<file path="config.mk">
export PLATFORM = sky130hd
export DESIGN_NAME = lpfr_queue
export DESIGN_NICKNAME = d
export VERILOG_FILES = /design/src/hdl/assert_macros.svh /design/src/hdl/lpfr_pkg.sv /design/src/hdl/lpfr_queue.sv
export SDC_FILE = /design/constraint.sdc
export NUM_CORES = 1
export LEC_CHECK = 0
export BUFFER_PORTS_ARGS = -buffer_cell sky130_fd_sc_hd__buf_2
export CORE_MARGIN = 10
export CORE_UTILIZATION = 56
export CTS_CLUSTER_SIZE = 8
export DETAILED_ROUTE_END_ITERATION = 6
export PLACE_DENSITY = 0.78
export SKIP_LAST_GASP = 1
export SYNTH_ARGS = -nofsm -noshare
export SYNTH_HDL_FRONTEND = slang
export SYNTH_SLANG_ARGS = --single-unit
</file>
<file path="constraint.sdc">
create_clock -name clk -period 2.5 [get_ports clk]
set_clock_uncertainty 0.15 [all_clocks]
set_input_delay 0.375 -clock clk [delete_from_list [all_inputs] [get_ports clk]]
set_output_delay 0.375 -clock clk [all_outputs]
set_load 0.005 [all_outputs]
</file>
<file path="src/hdl/assert_macros.svh">
// Assertion macros shared by the RTL that carries concurrent checks.
// Depends on a clk and an active-low rst_n being visible at the use site.
`ifndef ASSERT_MACROS_SVH
`define ASSERT_MACROS_SVH

// Check a property at every rising edge outside reset.
`define ASSERT_ALWAYS(lbl, prop, msg) \
  lbl: assert property (@(posedge clk) disable iff (!rst_n) prop) else $error(msg);

// Check that a condition implies another in the same cycle.
`define ASSERT_IMPLIES(lbl, ante, cons, msg) \
  `ASSERT_ALWAYS(lbl, (ante) |-> (cons), msg)

`endif

</file>
<file path="src/hdl/lpfr_pkg.sv">
// Shared types, constants and helpers of the frame reassembler.
// No dependencies; used by the front, queue, back and top level.
package lpfr_pkg;

  localparam int BUF_BYTES   = 2048;
  localparam int BUF_AW      = $clog2(BUF_BYTES);
  localparam int WPOS_W      = $clog2(BUF_BYTES + 1);
  localparam int PKT_LEN_W   = 7;
  localparam int MAGIC_BYTES = 4;
  localparam logic [31:0] MAGIC_WORD = 32'h0100_01a2;
  localparam logic [PKT_LEN_W-1:0] PKT_SIZE_RESET = 7'd64;

  localparam int QUEUE_DEPTH = 4;
  localparam int QUEUE_AW    = $clog2(QUEUE_DEPTH);
  localparam int QUEUE_CW    = $clog2(QUEUE_DEPTH + 1);

  typedef enum logic [1:0] {
    CMD_PACKET  = 2'd0,
    CMD_READ    = 2'd1,
    CMD_RELEASE = 2'd2
  } cmd_t;

  typedef enum logic [2:0] {
    OUT_NONE       = 3'd0,
    OUT_STARTED    = 3'd1,
    OUT_APPENDED   = 3'd2,
    OUT_BAD_HEADER = 3'd3,
    OUT_BUSY       = 3'd4,
    OUT_OVERRUN    = 3'd5
  } outcome_t;

  // One classified request, as handed from the front to the back.
  typedef struct packed {
    logic                we;
    logic                rd;
    logic [BUF_AW-1:0]   addr;
    logic [7:0]          wdata;
    logic                frame_ready;
    logic [WPOS_W-1:0]   frame_length;
    outcome_t            outcome;
    logic                reboot;
  } lpfr_req_t;

  function automatic logic [7:0] magic_byte(input logic [1:0] idx);
    magic_byte = MAGIC_WORD[8*idx +: 8];
  endfunction

endpackage

</file>
<file path="src/hdl/lpfr_queue.sv">
// Short request queue that decouples the front end from the store side.
// Depends on lpfr_pkg for the request type and depth.
module lpfr_queue (
  input  logic                clk,
  input  logic                rst_n,
  input  logic                push,
  input  lpfr_pkg::lpfr_req_t push_req,
  output logic                full,
  input  logic                pop,
  output logic                pop_valid,
  output lpfr_pkg::lpfr_req_t pop_req
);

  lpfr_pkg::lpfr_req_t              slot_r [lpfr_pkg::QUEUE_DEPTH];
  logic [lpfr_pkg::QUEUE_AW-1:0]    wr_ptr_r, rd_ptr_r;
  logic [lpfr_pkg::QUEUE_CW-1:0]    count_r, count_nxt;

  assign full      = (count_r == lpfr_pkg::QUEUE_CW'(lpfr_pkg::QUEUE_DEPTH));
  assign pop_valid = (count_r != '0);
  assign pop_req   = slot_r[rd_ptr_r];

  always_comb begin
    count_nxt = count_r;
    if (push && !pop)
      count_nxt = count_r + lpfr_pkg::QUEUE_CW'(1);
    else if (pop && !push)
      count_nxt = count_r - lpfr_pkg::QUEUE_CW'(1);
  end

  always_ff @(posedge clk) begin
    if (!rst_n) begin
      wr_ptr_r <= '0;
      rd_ptr_r <= '0;
      count_r  <= '0;
    end else begin
      if (push)
        wr_ptr_r <= wr_ptr_r + lpfr_pkg::QUEUE_AW'(1);
      if (pop)
        rd_ptr_r <= rd_ptr_r + lpfr_pkg::QUEUE_AW'(1);
      count_r <= count_nxt;
    end
  end

  always_ff @(posedge clk) begin
    if (push)
      slot_r[wr_ptr_r] <= push_req;
  end

endmodule

</file>
==> impl_metrics.tcl <==
set metrics [dict create \
    status "finished clean" \
    drv_cap 0 \
    whs_ps 66.00 \
    syn_avg_cell_area_sq_um 24.67 \
    fillerInstances 590 \
    cts_sinks 161 \
    tightest_slew_ps 448.5 \
    crit_path_max_fanout 19 \
    first_global_vias 3109 \
    io_pins 82 \
    crit_path_end_kind "primary output" \
    crit_required_ps 1980 \
    powerDensity_nw_per_um2 820.9 \
    cp_cell_sequence "buf_12 > mux4_2 > buf_2" \
    fmax_ghz 0.4166 \
    worstSetupPathType "flop to primary output" \
    grt_max_degree 21 \
    die_area_sq_um 15140 \
    ys.warnings.count 0 \
    finalMaxSlewViolations 0 \
    clk_latency_ps 520 \
    min_path_type "input pin to flop" \
    yosysTopAreaCellShare_pct 76.78 \
    synth.cell_area_sq_um 5944 \
    synth_top_cell_by_area "edfxtp_1" \
    area_delta_synth_final_pct 26.98 \
    gp_congestion 0.7235 \
    via_per_inst 5.336 \
    drive_gt1_share_pct 42.46 \
    initial_core_util_pct 57.58 \
    io_buffers 81 \
    fin_crit_sh_pct 96.02 \
    slowest_delay_ps 540 \
    rsz0062_at_grt "true" \
    cts_buffer_depth 2 \
    wl_per_cell_um 20.06 \
    cts_buffers 17 \
    cts_tree "yes" \
    grt_overflow 0 \
    grt_antenna_before_repair 1 \
    synthTopCellsByCount "edfxtp_1, mux4_2, and2_1, dfxtp_1, ha_1" \
    synthCells 241 \
    finalHoldViolations 0 \
    cellLeakagePower_nw 2.632 \
    synth_cell_type_count 21 \
    start_kind "flop" \
    vias 2855 \
    grt_pass1_wl_mm 17.01 \
    drt_wl_total_mm 10.73 \
    cts_max_level 4 \
    die_w_um 123.0 \
    p_total_mw 6.197 \
    cts_root_buffer "clkbuf_8" \
    min_period_ps 2401 \
    crit_slowest_cell "mux4_2" \
    cts_setup_buffers 0 \
    async_reset_ff_share_pct 0 \
    ys_ff_latch 161 \
    yosys_most_used_dff "edfxtp_1" \
    path_clk_slew_ps 60 \
    synth.most_common_cell "edfxtp_1" \
    hpwl_mm 6.802 \
    ys_seq_area_share_pct 79.81 \
    die_h_um 123.0 \
    synth_edf_count 152 \
    slew_headroom_pct 70.10 \
    drt_iter0_drc 197 \
    synth_nets 289 \
    nNetsFinal 433 \
    setup_violations 0 \
    ant_nets 0 \
    core_area_sq_um 10320 \
    ir_worst_vdd_mv 0.4367 \
    critical_path_arrival_ps 1880 \
    rows 37 \
    yosys-top-cells-area "edfxtp_1, mux4_2, dfxtp_1, ha_1, and2_1" \
    dr.pass1.iters 4 \
    grt_use_total_pct 15.14 \
    drc 0 \
]
[final cells by class]
cell class / instances / area (sq um) / area share [%]
Clock buffer: 20 / 445.4 / 5.901
Timing Repair Buffer: 133 / 918.4 / 12.17
Tap cell: 136 / 170.2 / 2.254
Antenna cell: 1 / 2.502 / 0.03315
Inverter: 4 / 15.01 / 0.1989
Sequential cell: 161 / 4750 / 62.92
Multi-Input combinational cell: 68 / 1112 / 14.74
Clock inverter: 12 / 135.1 / 1.790
[through the flow]
| stage | utilization (%) | setup TNS (ps) | instance area, sq um | setup WS [ps] | std cells |
|---|---|---|---|---|---|
| 2_1_floorplan | - | 0 | 5944 | 486.8 | 241 |
| 3_3_place_gp | 63.67 | 0 | 6573 | 515.1 | 463 |
| 3_5_place_dp | 63.67 | 0 | 6573 | 439.9 | 463 |
| 4_1_cts | 73.09 | 0 | 7546 | 34.50 | 534 |
| 5_1_grt | 73.12 | -5.135 | 7548 | -5.135 | 535 |
| 6_report | 73.12 | 0 | 7548 | 99.45 | 535 |
[path summary, 6_finish.rpt]
kind                       startpoint                       to  slack, ps  cells past startpoint
max reg2reg  wr_ptr_r[0]$_SDFFE_PN0P_  slot_r[0][27]$_DFFE_PP_        710                      4
min reg2reg   count_r[2]$_SDFFE_PN0P_  count_r[2]$_SDFFE_PN0P_        370                      2
min                               pop                     flop         70                      3
max                              flop              pop_req[33]        100                      3
[cell usage in the layout, fill, tap and decap left out, types with 2 or more instances in the layout]
cell type	n
xnor2_1	2
bufinv_16	2
nor2b_1	2
inv_1	4
xor2_1	3
buf_12	2
clkbuf_16	16
and2_2	4
mux2i_1	2
ha_1	5
clkbuf_8	3
buf_4	11
or3_1	2
dlygate4sd3_1	39
edfxtp_1	152
buf_2	81
dfxtp_1	7
clkinvlp_4	7
and2_1	5
mux4_2	38
clkinv_4	2
[layer usage]
metal / track usage, % / part of all wire [%] / vias up
met5: 0 / 0 / -
met4: 5.313 / 1.4 / 0
met3: 5.971 / 7.4 / 15
met2: 23.56 / 49 / 91
met1: 19.15 / 42 / 1457
li1: - / - / 1292
[cells by family (layout without fill, tap and decap cells)]
| logic type | after synthesis | in the layout | share of synthesized area (%) |
|---|---|---|---|
| buf+inv | 12 | 169 | 1.557 |
| xor+xnor | 5 | 5 | 0.7368 |
| flops | 161 | 161 | 79.81 |
| compound gates | 2 | 2 | 0.2104 |
| other cells | 0 | 1 | 0 |
| simple gates | 15 | 15 | 1.557 |
| fa+ha+maj | 6 | 6 | 1.389 |
| mux | 40 | 40 | 14.73 |
[flip-flops by register name, indices dropped and copies added, names as in the netlist, named ones only]
signal	flops
slot_r	152
count_r	3
rd_ptr_r	2
wr_ptr_r	2
[repair_timing]
action / CTS / global route
hold buffers: 39 / 0
gates cloned: 0 / 0
endpoints found under the hold margin: 161 / 0
resized for setup: 1 / 0
setup endpoints to repair: 24 / 1
[critical path, delay by kind of cell, from the launching register on]
kind,cells,cell delay [ps]
flip-flops,1,440
multiplexers,1,540
buffers and inverters,2,370
[power breakdown]
| group | total [mW] | switching, mW | internal, mW |
|---|---|---|---|
| logic | 0.597 | 0.274 | 0.324 |
| registers | 3.14 | 0.0460 | 3.09 |
| clock network | 2.46 | 0.988 | 1.47 |
| total | 6.20 | 1.31 | 4.89 |
Power figures use the tool's default switching activity.
