`src/hdl/assert_macros.svh`:
```
// Assertion macros shared by the RTL that carries concurrent checks.
// Depends on a clk and an active-low rst_n being visible at the use site.
`ifndef ASSERT_MACROS_SVH
`define ASSERT_MACROS_SVH

// Check a property at every rising edge outside reset.
`define ASSERT_ALWAYS(lbl, prop, msg) \
  lbl: assert property (@(posedge clk) disable iff (!rst_n) prop) else $error(msg);

// Check that a condition implies another in the same cycle.
`define ASSERT_IMPLIES(lbl, ante, cons, msg) \
  `ASSERT_ALWAYS(lbl, (ante) |-> (cons), msg)

`endif

```
`src/hdl/lpfr_pkg.sv`:
```
// Shared types, constants and helpers of the frame reassembler.
// No dependencies; used by the front, queue, back and top level.
package lpfr_pkg;

  localparam int BUF_BYTES   = 2048;
  localparam int BUF_AW      = $clog2(BUF_BYTES);
  localparam int WPOS_W      = $clog2(BUF_BYTES + 1);
  localparam int PKT_LEN_W   = 7;
  localparam int MAGIC_BYTES = 4;
  localparam logic [31:0] MAGIC_WORD = 32'h0100_01a2;
  localparam logic [PKT_LEN_W-1:0] PKT_SIZE_RESET = 7'd64;

  localparam int QUEUE_DEPTH = 4;
  localparam int QUEUE_AW    = $clog2(QUEUE_DEPTH);
  localparam int QUEUE_CW    = $clog2(QUEUE_DEPTH + 1);

  typedef enum logic [1:0] {
    CMD_PACKET  = 2'd0,
    CMD_READ    = 2'd1,
    CMD_RELEASE = 2'd2
  } cmd_t;

  typedef enum logic [2:0] {
    OUT_NONE       = 3'd0,
    OUT_STARTED    = 3'd1,
    OUT_APPENDED   = 3'd2,
    OUT_BAD_HEADER = 3'd3,
    OUT_BUSY       = 3'd4,
    OUT_OVERRUN    = 3'd5
  } outcome_t;

  // One classified request, as handed from the front to the back.
  typedef struct packed {
    logic                we;
    logic                rd;
    logic [BUF_AW-1:0]   addr;
    logic [7:0]          wdata;
    logic                frame_ready;
    logic [WPOS_W-1:0]   frame_length;
    outcome_t            outcome;
    logic                reboot;
  } lpfr_req_t;

  function automatic logic [7:0] magic_byte(input logic [1:0] idx);
    magic_byte = MAGIC_WORD[8*idx +: 8];
  endfunction

endpackage

```
`src/hdl/lpfr_front.sv`:
```
// Front end: takes each request, tracks packet and frame state, and
// classifies it into a store access plus status. Depends on lpfr_pkg.
module lpfr_front (
  input  logic                          clk,
  input  logic                          rst_n,
  input  logic                          cfg_wr_en,
  input  logic [lpfr_pkg::PKT_LEN_W-1:0] cfg_wr_data,
  input  logic                          in_valid,
  input  logic [1:0]                    in_command,
  input  logic [7:0]                    in_packet_byte,
  input  logic [lpfr_pkg::PKT_LEN_W-1:0] in_packet_length,
  input  logic                          in_packet_last,
  input  logic [lpfr_pkg::BUF_AW-1:0]   in_read_index,
  input  logic                          q_full,
  output logic                          push,
  output lpfr_pkg::lpfr_req_t           push_req
);

  logic [lpfr_pkg::WPOS_W-1:0]    exp_r, exp_nxt;
  logic [lpfr_pkg::WPOS_W-1:0]    wp_r, wp_nxt;
  logic [lpfr_pkg::WPOS_W-1:0]    pend_r, pend_nxt;
  logic [lpfr_pkg::PKT_LEN_W-1:0] byte_r, byte_nxt;
  logic [lpfr_pkg::PKT_LEN_W-1:0] decl_r, decl_nxt;
  logic [lpfr_pkg::PKT_LEN_W-1:0] stored_r, stored_nxt;
  logic [lpfr_pkg::PKT_LEN_W-1:0] pkt_size_r;
  logic [7:0]                     hdrlo_r, hdrlo_nxt;
  logic                           magic_r, magic_nxt;
  logic                           open_r, open_nxt;
  lpfr_pkg::outcome_t             verd_r, verd_nxt;

  lpfr_pkg::cmd_t                 cmd;
  lpfr_pkg::outcome_t             verd_c, fin;
  logic                           first;
  logic [15:0]                    hdr;
  logic [lpfr_pkg::WPOS_W:0]      span;
  logic [lpfr_pkg::WPOS_W:0]      pos;
  logic [lpfr_pkg::PKT_LEN_W-1:0] off;

  assign push = in_valid && !q_full;
  assign cmd  = lpfr_pkg::cmd_t'(in_command);

  always_comb begin
    exp_nxt    = exp_r;
    wp_nxt     = wp_r;
    pend_nxt   = pend_r;
    byte_nxt   = byte_r;
    decl_nxt   = decl_r;
    stored_nxt = stored_r;
    hdrlo_nxt  = hdrlo_r;
    magic_nxt  = magic_r;
    open_nxt   = open_r;
    verd_c     = verd_r;
    fin        = lpfr_pkg::OUT_NONE;
    first      = (byte_r == '0);
    hdr        = {in_packet_byte, hdrlo_r};
    span       = {1'b0, wp_r} + (lpfr_pkg::WPOS_W + 1)'(in_packet_length);
    pos        = {1'b0, wp_r} + (lpfr_pkg::WPOS_W + 1)'(byte_r);
    off        = byte_r - lpfr_pkg::PKT_LEN_W'(2);
    push_req   = '0;

    unique case (cmd)
      lpfr_pkg::CMD_PACKET: begin
        // Judge a continuation on its first byte, a start on its second.
        if (first) begin
          decl_nxt   = in_packet_length;
          magic_nxt  = 1'b1;
          stored_nxt = '0;
          if (exp_r == '0) begin
            open_nxt = 1'b1;
            verd_c   = (in_packet_length < lpfr_pkg::PKT_LEN_W'(2)) ?
                       lpfr_pkg::OUT_BAD_HEADER : lpfr_pkg::OUT_NONE;
          end else begin
            open_nxt = 1'b0;
            if (wp_r == exp_r)
              verd_c = lpfr_pkg::OUT_BUSY;
            else if (span > {1'b0, exp_r})
              verd_c = lpfr_pkg::OUT_OVERRUN;
            else
              verd_c = lpfr_pkg::OUT_APPENDED;
          end
        end
        if (byte_r >= lpfr_pkg::PKT_LEN_W'(lpfr_pkg::MAGIC_BYTES) ||
            in_packet_byte != lpfr_pkg::magic_byte(byte_r[1:0]))
          magic_nxt = 1'b0;

        if (open_nxt) begin
          if (first) begin
            hdrlo_nxt = in_packet_byte;
          end else if (byte_r == lpfr_pkg::PKT_LEN_W'(1) &&
                       verd_c == lpfr_pkg::OUT_NONE) begin
            pend_nxt = hdr[lpfr_pkg::WPOS_W-1:0];
            if (int'(hdr) <= lpfr_pkg::BUF_BYTES &&
                (decl_nxt == pkt_size_r ||
                 17'(decl_nxt) == 17'(hdr) + 17'd2))
              verd_c = lpfr_pkg::OUT_STARTED;
            else
              verd_c = lpfr_pkg::OUT_BAD_HEADER;
          end else if (byte_r >= lpfr_pkg::PKT_LEN_W'(2) &&
                       verd_c == lpfr_pkg::OUT_STARTED && byte_r < decl_nxt &&
                       int'(off) < lpfr_pkg::BUF_BYTES) begin
            push_req.we    = 1'b1;
            push_req.addr  = lpfr_pkg::BUF_AW'(off);
            push_req.wdata = in_packet_byte;
            stored_nxt     = stored_nxt + lpfr_pkg::PKT_LEN_W'(1);
          end
        end else if (verd_c == lpfr_pkg::OUT_APPENDED && byte_r < decl_nxt) begin
          if (int'(pos) < lpfr_pkg::BUF_BYTES) begin
            push_req.we    = 1'b1;
            push_req.addr  = pos[lpfr_pkg::BUF_AW-1:0];
            push_req.wdata = in_packet_byte;
            stored_nxt     = stored_nxt + lpfr_pkg::PKT_LEN_W'(1);
          end
        end

        verd_nxt = verd_c;
        if (in_packet_last) begin
          if (magic_nxt && byte_r == lpfr_pkg::PKT_LEN_W'(lpfr_pkg::MAGIC_BYTES - 1) &&
              decl_nxt == lpfr_pkg::PKT_LEN_W'(lpfr_pkg::MAGIC_BYTES)) begin
            push_req.reboot = 1'b1;
          end else begin
            fin = (verd_c == lpfr_pkg::OUT_NONE) ? lpfr_pkg::OUT_BAD_HEADER : verd_c;
            if (fin == lpfr_pkg::OUT_STARTED) begin
              exp_nxt = pend_nxt;
              wp_nxt  = lpfr_pkg::WPOS_W'(stored_nxt);
            end else if (fin == lpfr_pkg::OUT_APPENDED) begin
              wp_nxt  = wp_r + lpfr_pkg::WPOS_W'(stored_nxt);
            end
          end
          byte_nxt   = '0;
          magic_nxt  = 1'b1;
          verd_nxt   = lpfr_pkg::OUT_NONE;
          stored_nxt = '0;
          open_nxt   = 1'b0;
        end else begin
          byte_nxt = (byte_r == '1) ? byte_r : byte_r + lpfr_pkg::PKT_LEN_W'(1);
        end
      end
      lpfr_pkg::CMD_READ: begin
        verd_nxt = verd_r;
        if (int'(in_read_index) < lpfr_pkg::BUF_BYTES) begin
          push_req.rd   = 1'b1;
          push_req.addr = in_read_index;
        end
      end
      lpfr_pkg::CMD_RELEASE: begin
        // Empty the buffer and drop any packet in progress.
        exp_nxt    = '0;
        wp_nxt     = '0;
        byte_nxt   = '0;
        magic_nxt  = 1'b1;
        verd_nxt   = lpfr_pkg::OUT_NONE;
        stored_nxt = '0;
        open_nxt   = 1'b0;
      end
      default: begin
        verd_nxt = verd_r;
      end
    endcase

    push_req.outcome      = fin;
    push_req.frame_ready  = (exp_nxt != '0) && (wp_nxt == exp_nxt);
    push_req.frame_length = push_req.frame_ready ? exp_nxt : '0;
  end

  always_ff @(posedge clk) begin
    if (!rst_n) begin
      exp_r    <= '0;
      wp_r     <= '0;
      pend_r   <= '0;
      byte_r   <= '0;
      decl_r   <= '0;
      stored_r <= '0;
      hdrlo_r  <= '0;
      magic_r  <= 1'b1;
      open_r   <= 1'b0;
      verd_r   <= lpfr_pkg::OUT_NONE;
    end else if (push) begin
      exp_r    <= exp_nxt;
      wp_r     <= wp_nxt;
      pend_r   <= pend_nxt;
      byte_r   <= byte_nxt;
      decl_r   <= decl_nxt;
      stored_r <= stored_nxt;
      hdrlo_r  <= hdrlo_nxt;
      magic_r  <= magic_nxt;
      open_r   <= open_nxt;
      verd_r   <= verd_nxt;
    end
  end

  always_ff @(posedge clk) begin
    if (!rst_n) begin
      pkt_size_r <= lpfr_pkg::PKT_SIZE_RESET;
    end else if (cfg_wr_en) begin
      pkt_size_r <= cfg_wr_data;
    end
  end

endmodule

```
`config.mk`:
```
export PLATFORM = sky130hd
export DESIGN_NAME = lpfr_front
export DESIGN_NICKNAME = d
export VERILOG_FILES = /design/src/hdl/assert_macros.svh /design/src/hdl/lpfr_pkg.sv /design/src/hdl/lpfr_front.sv
export SDC_FILE = /design/constraint.sdc
export NUM_CORES = 1
export LEC_CHECK = 0
export BUFFER_PORTS_ARGS = -buffer_cell sky130_fd_sc_hd__buf_2
export CAP_MARGIN = 0
export CORE_MARGIN = 2
export CORE_UTILIZATION = 50
export DETAILED_ROUTE_END_ITERATION = 12
export PLACE_DENSITY = 0.7
export SLEW_MARGIN = 20
export SYNTH_ARGS = -nofsm -noshare
export SYNTH_HDL_FRONTEND = slang
export SYNTH_SLANG_ARGS = --single-unit
```
`constraint.sdc`:
```
create_clock -name clk -period 19.1 [get_ports clk]
set_input_delay 0.955 -clock clk [delete_from_list [all_inputs] [get_ports clk]]
set_output_delay 0.955 -clock clk [all_outputs]
set_load 0.05 [all_outputs]
```
==> metrics.csv, run 1 <==
stage,metric,value,unit
status,status,"finished, final reports clean",
synthesis,yosysWarnings,0,
synthesis,async_flop_share,0,%
detailed_routing,remaining_drc_errors,0,
worst_setup_path,crit_fanout,12,
layout,multi_input_area,5503,um2
worst_setup_path,crit_required,18.15,ns
global_routing,first_global_vias,6997,
global_routing,grt_max_degree,46,
global_routing,grt_antenna_before_repair,0,
hold_path,hold_depth,2,
floorplanning,io_pins,80,
hold_path,hold_end,pend_r[3],
synthesis,synth_fp_nets,1109,
cts,cts_buffer_depth,2,
layout,diodes,0,
worst_setup_path,path_class,flop to primary output,
synthesis,synth_edf_count,0,
worst_setup_path,r2r_end,wp_r[8],
pwr,p_leak,3.400,nW
cts,cts_tree,yes,
sta,final-hold-violation-count,0,
placement,portBuffers,79,
layout,finalNonFillerCells,1254,
sta,setup_viol,0,
synthesis,synth.area.top_cells,"dfxtp_1 21%, ha_1 8.1%, nand2_1 6.4%",
floorplanning,dieArea,15810,um2
placement,hpwl,18.52,mm
cts,cts_setup_buffers,0,
hold_path,min_path_type,flop to flop,
floorplanning,core,14480,um2
sta,worstMarginPinSlew,1.102,ns
detailed_routing,antenna_left,0,
layout,drive_above_1_share,12.43,%
layout,final.fill_count,1415,
worst_setup_path,crit_slowest_cell,dfxtp_1,
synthesis,yosysTopAreaCellShare,20.81,%
global_routing,grt_pass1_wl,38.80,mm
worst_setup_path,r2r_start,wp_r[1],
worst_setup_path,worstSetupStartpointType,flop,
cts,cts-root-buf,clkbuf_16,
cts,cts_resized,0,
cts,clock_sinks,77,
detailed_routing,routed_wl,24.48,mm
synthesis,synth_flop_cell,dfxtp_1,
sta,fin_crit_sh,52.23,%
sta,max_freq,100.2,MHz
placement,place_inst,1238,
detailed_routing,drt_iter0_drc,871,
sta,setup_tns,0,ns
cts,cts_max_level,3,
synthesis,syn_area,7408,um2
synthesis,synth_top_area_cell,dfxtp_1,
synthesis,syn_inst,1017,
detailed_routing,wire_per_inst,19.52,um
placement,place.gp.congestion,1.007,
floorplanning,initial_core_util,51.17,%
synthesis,yosysUniqueCellTypes,78,
detailed_routing,dr.pass1.iters,6,
layout,final_nets,1157,
worst_setup_path,ff2ff_setup_slack,11.75,ns
worst_setup_path,end_kind,primary output,
worst_setup_path,slowest_delay,0.71,ns
synthesis,avgSynthCellArea,7.285,um2
sta,rsz0062_at_grt,false,
layout,area_delta_synth_final,10.37,%
floorplanning,die_x,125.7,um
synthesis,ys_seq_area_share,20.81,%
cts,cts_buffers,9,
worst_setup_path,cpMostUsedCell,o21ai_0,
synthesis,ys_seq_elements,77,
layout,regArea,1541,um2
sta,relSlewSlack,25.84,%
pwr,powerDensity,58.01,nW/um2
floorplanning,fp-row-count,44,
run,max_cap_viol_count,0,
sta,drv_slew,0,
worst_setup_path,crit_arrival,9.02,ns
cts,insertion_delay,0.36,ns
global_routing,grt.overflow.total,0,
hold_path,hold_start,pend_r[3],
sta,finalClockSkew,0.01050,ns
detailed_routing,via_per_inst,6.257,
cts,hold_buffers,0,
floorplanning,die_y,125.7,um
sta,fin_crit,9.975,ns
detailed_routing,num_vias,7846,
worst_setup_path,rr_worst_depth,29,
pwr,vdd_drop_max,0.00004548,V
cts,clkTransAtPathRegs,0.07,ns
global_routing,grtUsageTotal,30.47,%
[cells in the mapped netlist (6+ instances only)]
library cell  instances
a21oi_1              75
clkbuf_1             42
o21ai_0              53
ha_1                 48
nand2b_1             10
a22o_1                6
nand4_1              10
inv_1                38
a21o_1               12
nand3_1              30
nor3_1               29
xnor2_1              34
a31oi_1               7
a211oi_1             20
nor4_1               18
nor2_1              118
o41ai_1              12
or3_1                 7
and2_1               23
o21a_1                8
and3_1                8
nand2_1             127
or2_2                 7
o22ai_1               7
a22oi_1              13
dfxtp_1              77
xor2_1               33
nor2b_1               8
o211ai_1              7
mux2i_1              35
[routing by layer]
metal  vias to the layer above  part of all wire [%]  global-route usage (%)
li1                       3793                     -                       -
met1                      3633                    45                   44.63
met2                       374                    43                   45.66
met3                        46                   9.0                   4.588
met4                         0                   2.8                   10.20
met5                         -                     0                       0
[cells in the final DEF (no fill, tap or decap), types with 8 or more instances in the layout]
master and n:
nor2_1 117, buf_4 9, and3_1 8, xor2_1 33, a22oi_1 13, nand3_1 30
nand2b_1 10, o21a_1 8, xnor2_1 34, mux2i_1 34, a21o_1 12, a211oi_1 20
nor2b_1 8, a21oi_1 75, nor3_1 29, o21ai_0 53, o41ai_1 12, inv_1 38
dfxtp_1 77, clkbuf_16 9, and2_1 23, nand4_1 10, nand2_1 127, buf_2 79
nor4_1 18, ha_1 48
[where the power goes]
group | leakage (nW) | switching (W) | internal [W]
Clock | 0.137 | 0.0000843 | 0.0000915
Sequential | 0.624 | 0.00000611 | 0.000164
Combinational | 2.64 | 0.0000884 | 0.0000405
Total | 3.40 | 0.000179 | 0.000296
[per-stage QoR]
stage                     util [%]  total power, W  hold WS, ns  cell area (um2)  worst slack [ns]
after floorplan                  -       0.0002648       0.4312             7408             10.09
after global placement       54.43       0.0002985       0.4374             7881             9.584
after detailed placement     54.45       0.0002985       0.4425             7884             9.477
after CTS                    56.45       0.0004729       0.4528             8173             9.242
after global routing         56.47       0.0004936       0.4815             8177             8.462
final                        56.47       0.0004743       0.4530             8177             9.125
[worst max-delay path: cells and delay by family, from the launching register on]
family	cells	cell delay (ns)
AOI/OAI and AO/OA	13	3.31
xor gates and xnor gates	2	0.28
adders and majority gates	4	1.44
buffers and inverters	3	0.71
DFF	1	0.71
and+or+nand+nor	9	2.20
[how the worst max path moves through the flow]
| stage | to | start | slack [ns] |
|---|---|---|---|
| floorplan | push_req[16] | in_packet_length[1] | 10.09 |
| CTS | push_req[16] | wp_r[1] | 9.24 |
| detailed placement | push_req[16] | in_packet_length[0] | 9.48 |
| global route | push_req[16] | wp_r[1] | 8.46 |
| global placement | push_req[16] | in_packet_length[1] | 9.58 |
| finish | push_req[16] | wp_r[1] | 9.12 |
[flip-flops by register name, summed over array words and instances, names as in the netlist]
signal / flops
pend_r: 12
verd_r: 3
wp_r: 12
stored_r: 7
magic_r: 1
open_r: 1
byte_r: 7
pkt_size_r: 7
decl_r: 7
exp_r: 12
hdrlo_r: 8
[cell families after synthesis]
| kind of cell | share of synthesized area [%] |
|---|---|
| DFF | 20.81 |
| buffers and inverters | 4.999 |
| adders and majority gates | 8.917 |
| xor gates and xnor gates | 8.242 |
| AOI/OAI and AO/OA | 25.03 |
| muxes | 5.489 |
| and+or+nand+nor | 26.52 |
[final cells by class]
class	count	share of cell area, %
clock buffers	9	2.754
clock inverters	7	0.7804
inverters	40	1.836
multi-input cells	849	67.30
flip-flops and latches	77	18.85
well taps	184	2.816
repair buffers	88	5.662
(Power assumes the default switching activity.)
==> inputs of run 2 (changes only) <==
--- a/config.mk
+++ b/config.mk
@@ -5,12 +5,13 @@
 export SDC_FILE = /design/constraint.sdc
 export NUM_CORES = 1
 export LEC_CHECK = 0
+export ABC_AREA = 1
 export BUFFER_PORTS_ARGS = -buffer_cell sky130_fd_sc_hd__buf_2
 export CAP_MARGIN = 0
 export CORE_MARGIN = 2
 export CORE_UTILIZATION = 50
 export DETAILED_ROUTE_END_ITERATION = 12
-export PLACE_DENSITY = 0.7
+export PLACE_DENSITY = 0.72
 export SLEW_MARGIN = 20
 export SYNTH_ARGS = -nofsm -noshare
 export SYNTH_HDL_FRONTEND = slang
==> constraint.sdc (replaced) <==
create_clock -name clk -period 8.84 [get_ports clk]
set_input_delay 0.442 -clock clk [delete_from_list [all_inputs] [get_ports clk]]
set_output_delay 0.442 -clock clk [all_outputs]
set_load 0.05 [all_outputs]
==> metrics.csv, run 2 <==
stage,metric,value,unit
worst_setup_path,slowest_delay,0.46,ns
synthesis,syn_area,8014,um2
layout,finish.utilization,56.16,%
layout,reg_top3,"exp_r (12), pend_r (12), wp_r (12)",
floorplanning,fp-row-count,46,
cts,cts_max_level,3,
sta,final-hold-violation-count,0,
sta,fin_ws,0.7394,ns
synthesis,synth.area.top_cells,"dfxtp_1 19%, nand2_1 19%, inv_1 7.8%",
synthesis,synth_top_area_cell,dfxtp_1,
pwr,powerDensity,128.7,nW/um2
status,status,"finished, final reports clean",
floorplanning,die_x,130.6,um
layout,area_delta_synth_final,10.52,%
synthesis,async_flop_share,0,%
synthesis,yosysMostFrequentCell,nand2_1,
cts,cts_resized,0,
synthesis,yosysTopAreaCellShare,19.23,%
detailed_routing,remaining_drc_errors,0,
detailed_routing,via_per_inst,5.464,
sta,rsz0062_at_grt,false,
layout,diodes,0,
global_routing,grt_antenna_before_repair,0,
synthesis,ys_seq_area_share,19.23,%
sta,fin_crit_sh,91.64,%
sta,setup_tns,0,ns
synthesis,synth_edf_count,0,
run,max_cap_viol_count,0,
placement,place.gp.congestion,0.9882,
synthesis,syn_inst,1359,
global_routing,grtUsageTotal,30.87,%
worst_setup_path,end_kind,primary output,
synthesis,yosysUniqueCellTypes,55,
detailed_routing,drt_iter0_drc,817,
worst_setup_path,path_class,flop to primary output,
floorplanning,initial_core_util,50.82,%
hold_path,min_path_type,input port to flop,
sta,setup_viol,0,
floorplanning,dieArea,17060,um2
detailed_routing,num_vias,8972,
cts,cts_setup_buffers,0,
layout,drive_above_1_share,13.46,%
detailed_routing,routed_wl,25.79,mm
global_routing,grt_pass1_wl,40.48,mm
cts,insertion_delay,0.36,ns
synthesis,synth_flop_cell,dfxtp_1,
layout,finalNonFillerCells,1642,
detailed_routing,dr.pass1.iters,5,
worst_setup_path,crit_required,8.40,ns
sta,max_freq,123.4,MHz
floorplanning,die_y,130.6,um
layout,layout_commonest_cell,nand2_1,
detailed_routing,antenna_left,0,
layout,layout_common_cells,"403 x nand2_1, 166 x inv_1, 117 x nor2_1",
synthesis,ys_seq_elements,77,
sta,fin_crit,8.101,ns
worst_setup_path,worstSetupStartpointType,flop,
sta,relSlewSlack,31.11,%
cts,cts_tree,yes,
floorplanning,io_pins,80,
global_routing,grt_max_degree,44,
floorplanning,core,15770,um2
cts,cts-root-buf,clkbuf_16,
synthesis,avgSynthCellArea,5.897,um2
worst_setup_path,crit_arrival,7.66,ns
cts,clock_sinks,77,
cts,cts_buffer_depth,2,
synthesis,yosysWarnings,0,
worst_setup_path,cpMostUsedCell,nand2_1,
synthesis,synth_fp_nets,1451,
worst_setup_path,crit_fanout,13,
worst_setup_path,crit_slowest_cell,dfxtp_1,
placement,place_inst,1627,
global_routing,first_global_vias,7544,
sta,drv_slew,0,
global_routing,grt.overflow.total,0,
pwr,vdd_drop_max,0.00009953,V
sta,worstMarginPinSlew,1.027,ns
placement,dpl_worst_slack,1.044,ns
cts,clkTransAtPathRegs,0.06,ns
layout,final_nets,1514,
placement,portBuffers,79,
cts,cts_buffers,9,
cts,hold_buffers,0,
detailed_routing,wire_per_inst,15.70,um
synthesis,synth_common_cells,"403 x nand2_1, 167 x inv_1, 118 x nor2_1",
pwr,p_leak,4.306,nW
placement,hpwl,19.90,mm
sta,finalClockSkew,0.01327,ns
## run 2: changes by cell type after synthesis, sizes merged, moves of 16 or more
cell / before / now
inv: 39 / 184
and2: 23 / 3
xnor2: 34 / 10
nand3: 30 / 116
clkbuf: 42 / 25
nand2: 127 / 423
a21oi: 75 / 98
nor2: 121 / 137
a211oi: 20 / 3
nand4: 10 / 28
o21ai: 54 / 80
mux2i: 35 / 0
## run 2: final timing paths
path                                     start       endpoint  slack [ns]  cells past startpoint
worst max-delay path                   wp_r[2]   push_req[15]        0.74                     47
worst min-delay path            cfg_wr_data[6]  pkt_size_r[6]        0.29                      3
worst max register to register         wp_r[2]       wp_r[10]        2.33                     40
worst min register to register     stored_r[0]    stored_r[0]        0.46                      2
## run 2: layout make-up
class,instances,area [um2]
Clock buffer,9,225.2
Clock inverter,6,41.29
Fill cell,1628,6913
Inverter,187,701.9
Multi-Input combinational cell,1053,5569
Sequential cell,77,1541
Tap cell,216,270.3
Timing Repair Buffer,94,508.0
## run 2: stage by stage
step           hold slack, ns   power, W  area, um2
2_1_floorplan          0.4405  0.0006961       8014
3_3_place_gp           0.4496  0.0007895       8583
3_5_place_dp           0.4555  0.0007919       8583
4_1_cts                0.2850   0.001139       8850
5_1_grt                0.3086   0.001207       8857
6_report               0.2942   0.001140       8857
## run 2: routing by layer
layer	share of wire (%)	up-vias	track usage [%]
met1	45	4025	43.13
met2	44	370	48.07
met3	8.1	50	5.415
met5	0	-	0
li1	-	4527	-
met4	2.9	0	10.76
## run 2: where the power goes
part	switching, W	internal, W	leakage [nW]
logic	0.000300	0.000125	3.56
registers	0.0000121	0.000358	0.625
clock network	0.000157	0.000188	0.123
## run 2: logic make-up (layout without fill, tap and decap cells)
kind of cell / Yosys count / in the layout / share of synthesized area (%)
AOI/OAI and AO/OA: 218 / 218 / 15.38
adders and majority gates: 51 / 51 / 8.244
xor gates and xnor gates: 41 / 41 / 4.481
DFF: 77 / 77 / 19.23
and+or+nand+nor: 743 / 743 / 41.26
buffers and inverters: 229 / 296 / 11.40
## run 2: critical path, delay by kind of cell (launching register included)
family                     cells  cell delay [ns]
and+or+nand+nor               30             3.61
DFF                            1             0.46
AOI/OAI and AO/OA              8             1.32
buffers and inverters          4             0.45
xor gates and xnor gates       1             0.16
adders and majority gates      4             1.27
==> inputs of run 3 (changes only) <==
--- a/config.mk
+++ b/config.mk
@@ -8,6 +8,7 @@
 export ABC_AREA = 1
 export BUFFER_PORTS_ARGS = -buffer_cell sky130_fd_sc_hd__buf_2
 export CAP_MARGIN = 0
+export CORE_ASPECT_RATIO = 1.25
 export CORE_MARGIN = 2
 export CORE_UTILIZATION = 50
 export DETAILED_ROUTE_END_ITERATION = 12
==> metrics.csv, run 3 (same netlist as run 2, synthesis figures left out) <==
stage,metric,value,unit
detailed_routing,drt_iter0_drc,670,
pwr,vdd_drop_max,0.00008170,V
sta,setup_viol,0,
detailed_routing,routed_wl,26.11,mm
cts,hold_buffers,0,
pwr,powerDensity,131.5,nW/um2
detailed_routing,num_vias,8982,
layout,drive_above_1_share,13.41,%
layout,final_nets,1511,
floorplanning,dieArea,17060,um2
placement,hpwl,20.10,mm
cts,cts_buffers,9,
worst_setup_path,path_class,flop to primary output,
floorplanning,initial_core_util,51.26,%
detailed_routing,via_per_inst,5.490,
layout,finish.utilization,56.60,%
sta,fin_crit_sh,91.97,%
worst_setup_path,end_kind,primary output,
cts,insertion_delay,0.36,ns
detailed_routing,remaining_drc_errors,0,
detailed_routing,wire_per_inst,15.96,um
layout,layout_common_cells,"403 x nand2_1, 166 x inv_1, 117 x nor2_1",
floorplanning,die_x,117.2,um
cts,cts_resized,0,
cts,clkTransAtPathRegs,0.07,ns
global_routing,grt_pass1_wl,41.59,mm
cts,clock_sinks,77,
pwr,p_leak,4.303,nW
worst_setup_path,crit_fanout,13,
global_routing,grt_antenna_before_repair,0,
worst_setup_path,slowest_delay,0.64,ns
sta,worstMarginPinSlew,0.7908,ns
sta,hold_ws,0.2910,ns
detailed_routing,antenna_left,0,
worst_setup_path,r2r_start,wp_r[1],
layout,reg_top3,"exp_r (12), pend_r (12), wp_r (12)",
floorplanning,fp-row-count,51,
worst_setup_path,cpMostUsedCell,nand2_1,
worst_setup_path,crit_slowest_cell,dfxtp_1,
worst_setup_path,crit_arrival,7.69,ns
sta,rsz0062_at_grt,false,
global_routing,first_global_vias,8228,
detailed_routing,drt-met1-wl,10.53,mm
cts,cts_max_level,3,
global_routing,grt.overflow.total,0,
worst_setup_path,worstSetupStartpointType,flop,
global_routing,grtUsageTotal,30.98,%
cts,cts_buffer_depth,2,
hold_path,min_path_type,input port to flop,
floorplanning,core,15630,um2
sta,setup_tns,0,ns
detailed_routing,wl_met2,12.54,mm
sta,max_freq,123.0,MHz
detailed_routing,dr.pass1.iters,5,
worst_setup_path,setup.worst_path.start,wp_r[1],
status,status,"finished, final reports clean",
cts,cts_setup_buffers,0,
hold_path,hold_start,cfg_wr_data[6],
floorplanning,die_y,145.5,um
worst_setup_path,ff2ff_setup_slack,2.44,ns
cts,cts-root-buf,clkbuf_16,
sta,fin_crit,8.130,ns
sta,finalClockSkew,0.006693,ns
sta,drv_slew,0,
placement,portBuffers,79,
floorplanning,io_pins,80,
layout,final.fill_count,1633,
layout,layout_commonest_cell,nand2_1,
cts,cts_tree,yes,
layout,area_delta_synth_final,10.41,%
detailed_routing,route.met3.wl,1.816,mm
global_routing,grt_max_degree,44,
layout,diodes,0,
detailed_routing,highest_layer,met4,
run,max_cap_viol_count,0,
sta,final-hold-violation-count,0,
worst_setup_path,crit_required,8.40,ns
placement,place.gp.congestion,0.9763,
sta,relSlewSlack,47.08,%
## run 3: cell types whose count changed in the layout (fill, tap and decap cells not counted), sizes merged
cell	previous run	this run
buf	94	91
clkinv	7	4
inv	183	187
## run 3: power by group
part	switching (W)	internal [W]
Clock	0.000177	0.000197
Combinational	0.000297	0.000123
Sequential	0.0000123	0.000357
Total	0.000486	0.000677
## run 3: area by class of cell
class | instances | area [um2] | share of cell area (%)
clock inverter | 7 | 67.56 | 0.7636
multi-input combinational | 1053 | 5562 | 62.85
sequential | 77 | 1541 | 17.42
tap | 212 | 265.3 | 2.998
inverter | 187 | 701.9 | 7.933
clock buffer | 9 | 225.2 | 2.545
timing repair buffer | 91 | 485.5 | 5.486
## run 3: stage by stage
step / setup WS, ns / cell area, um2 / power [W] / std cells
floorplan: 1.950 / 8014 / 0.0006961 / 1359
global placement: 1.342 / 8556 / 0.0007865 / 1620
detailed placement: 1.102 / 8556 / 0.0007908 / 1620
CTS: 0.7800 / 8848 / 0.001160 / 1636
global route: 0.08541 / 8848 / 0.001225 / 1636
finish: 0.7100 / 8848 / 0.001163 / 1636
## run 3: worst max-delay path: cells and delay by family (launching register included)
family | cells | cell delay, ns
xor+xnor | 1 | 0.14
buf+inv | 6 | 0.83
fa+ha+maj | 4 | 1.30
compound gates | 4 | 0.60
simple gates | 32 | 3.77
flops | 1 | 0.64
## run 3: final timing paths
kind                   endpoint  depth (start not counted)
setup / recovery   push_req[15]                         47
hold / removal    pkt_size_r[6]                          3
setup reg to reg       wp_r[10]                         40
hold reg to reg       verd_r[0]                          2
## run 3: metal layers
layer | up-vias | global-route usage, %
met5 | - | 0
met4 | 0 | 15.06
met3 | 87 | 4.207
met2 | 367 | 51.44
met1 | 4007 | 38.77
li1 | 4521 | -
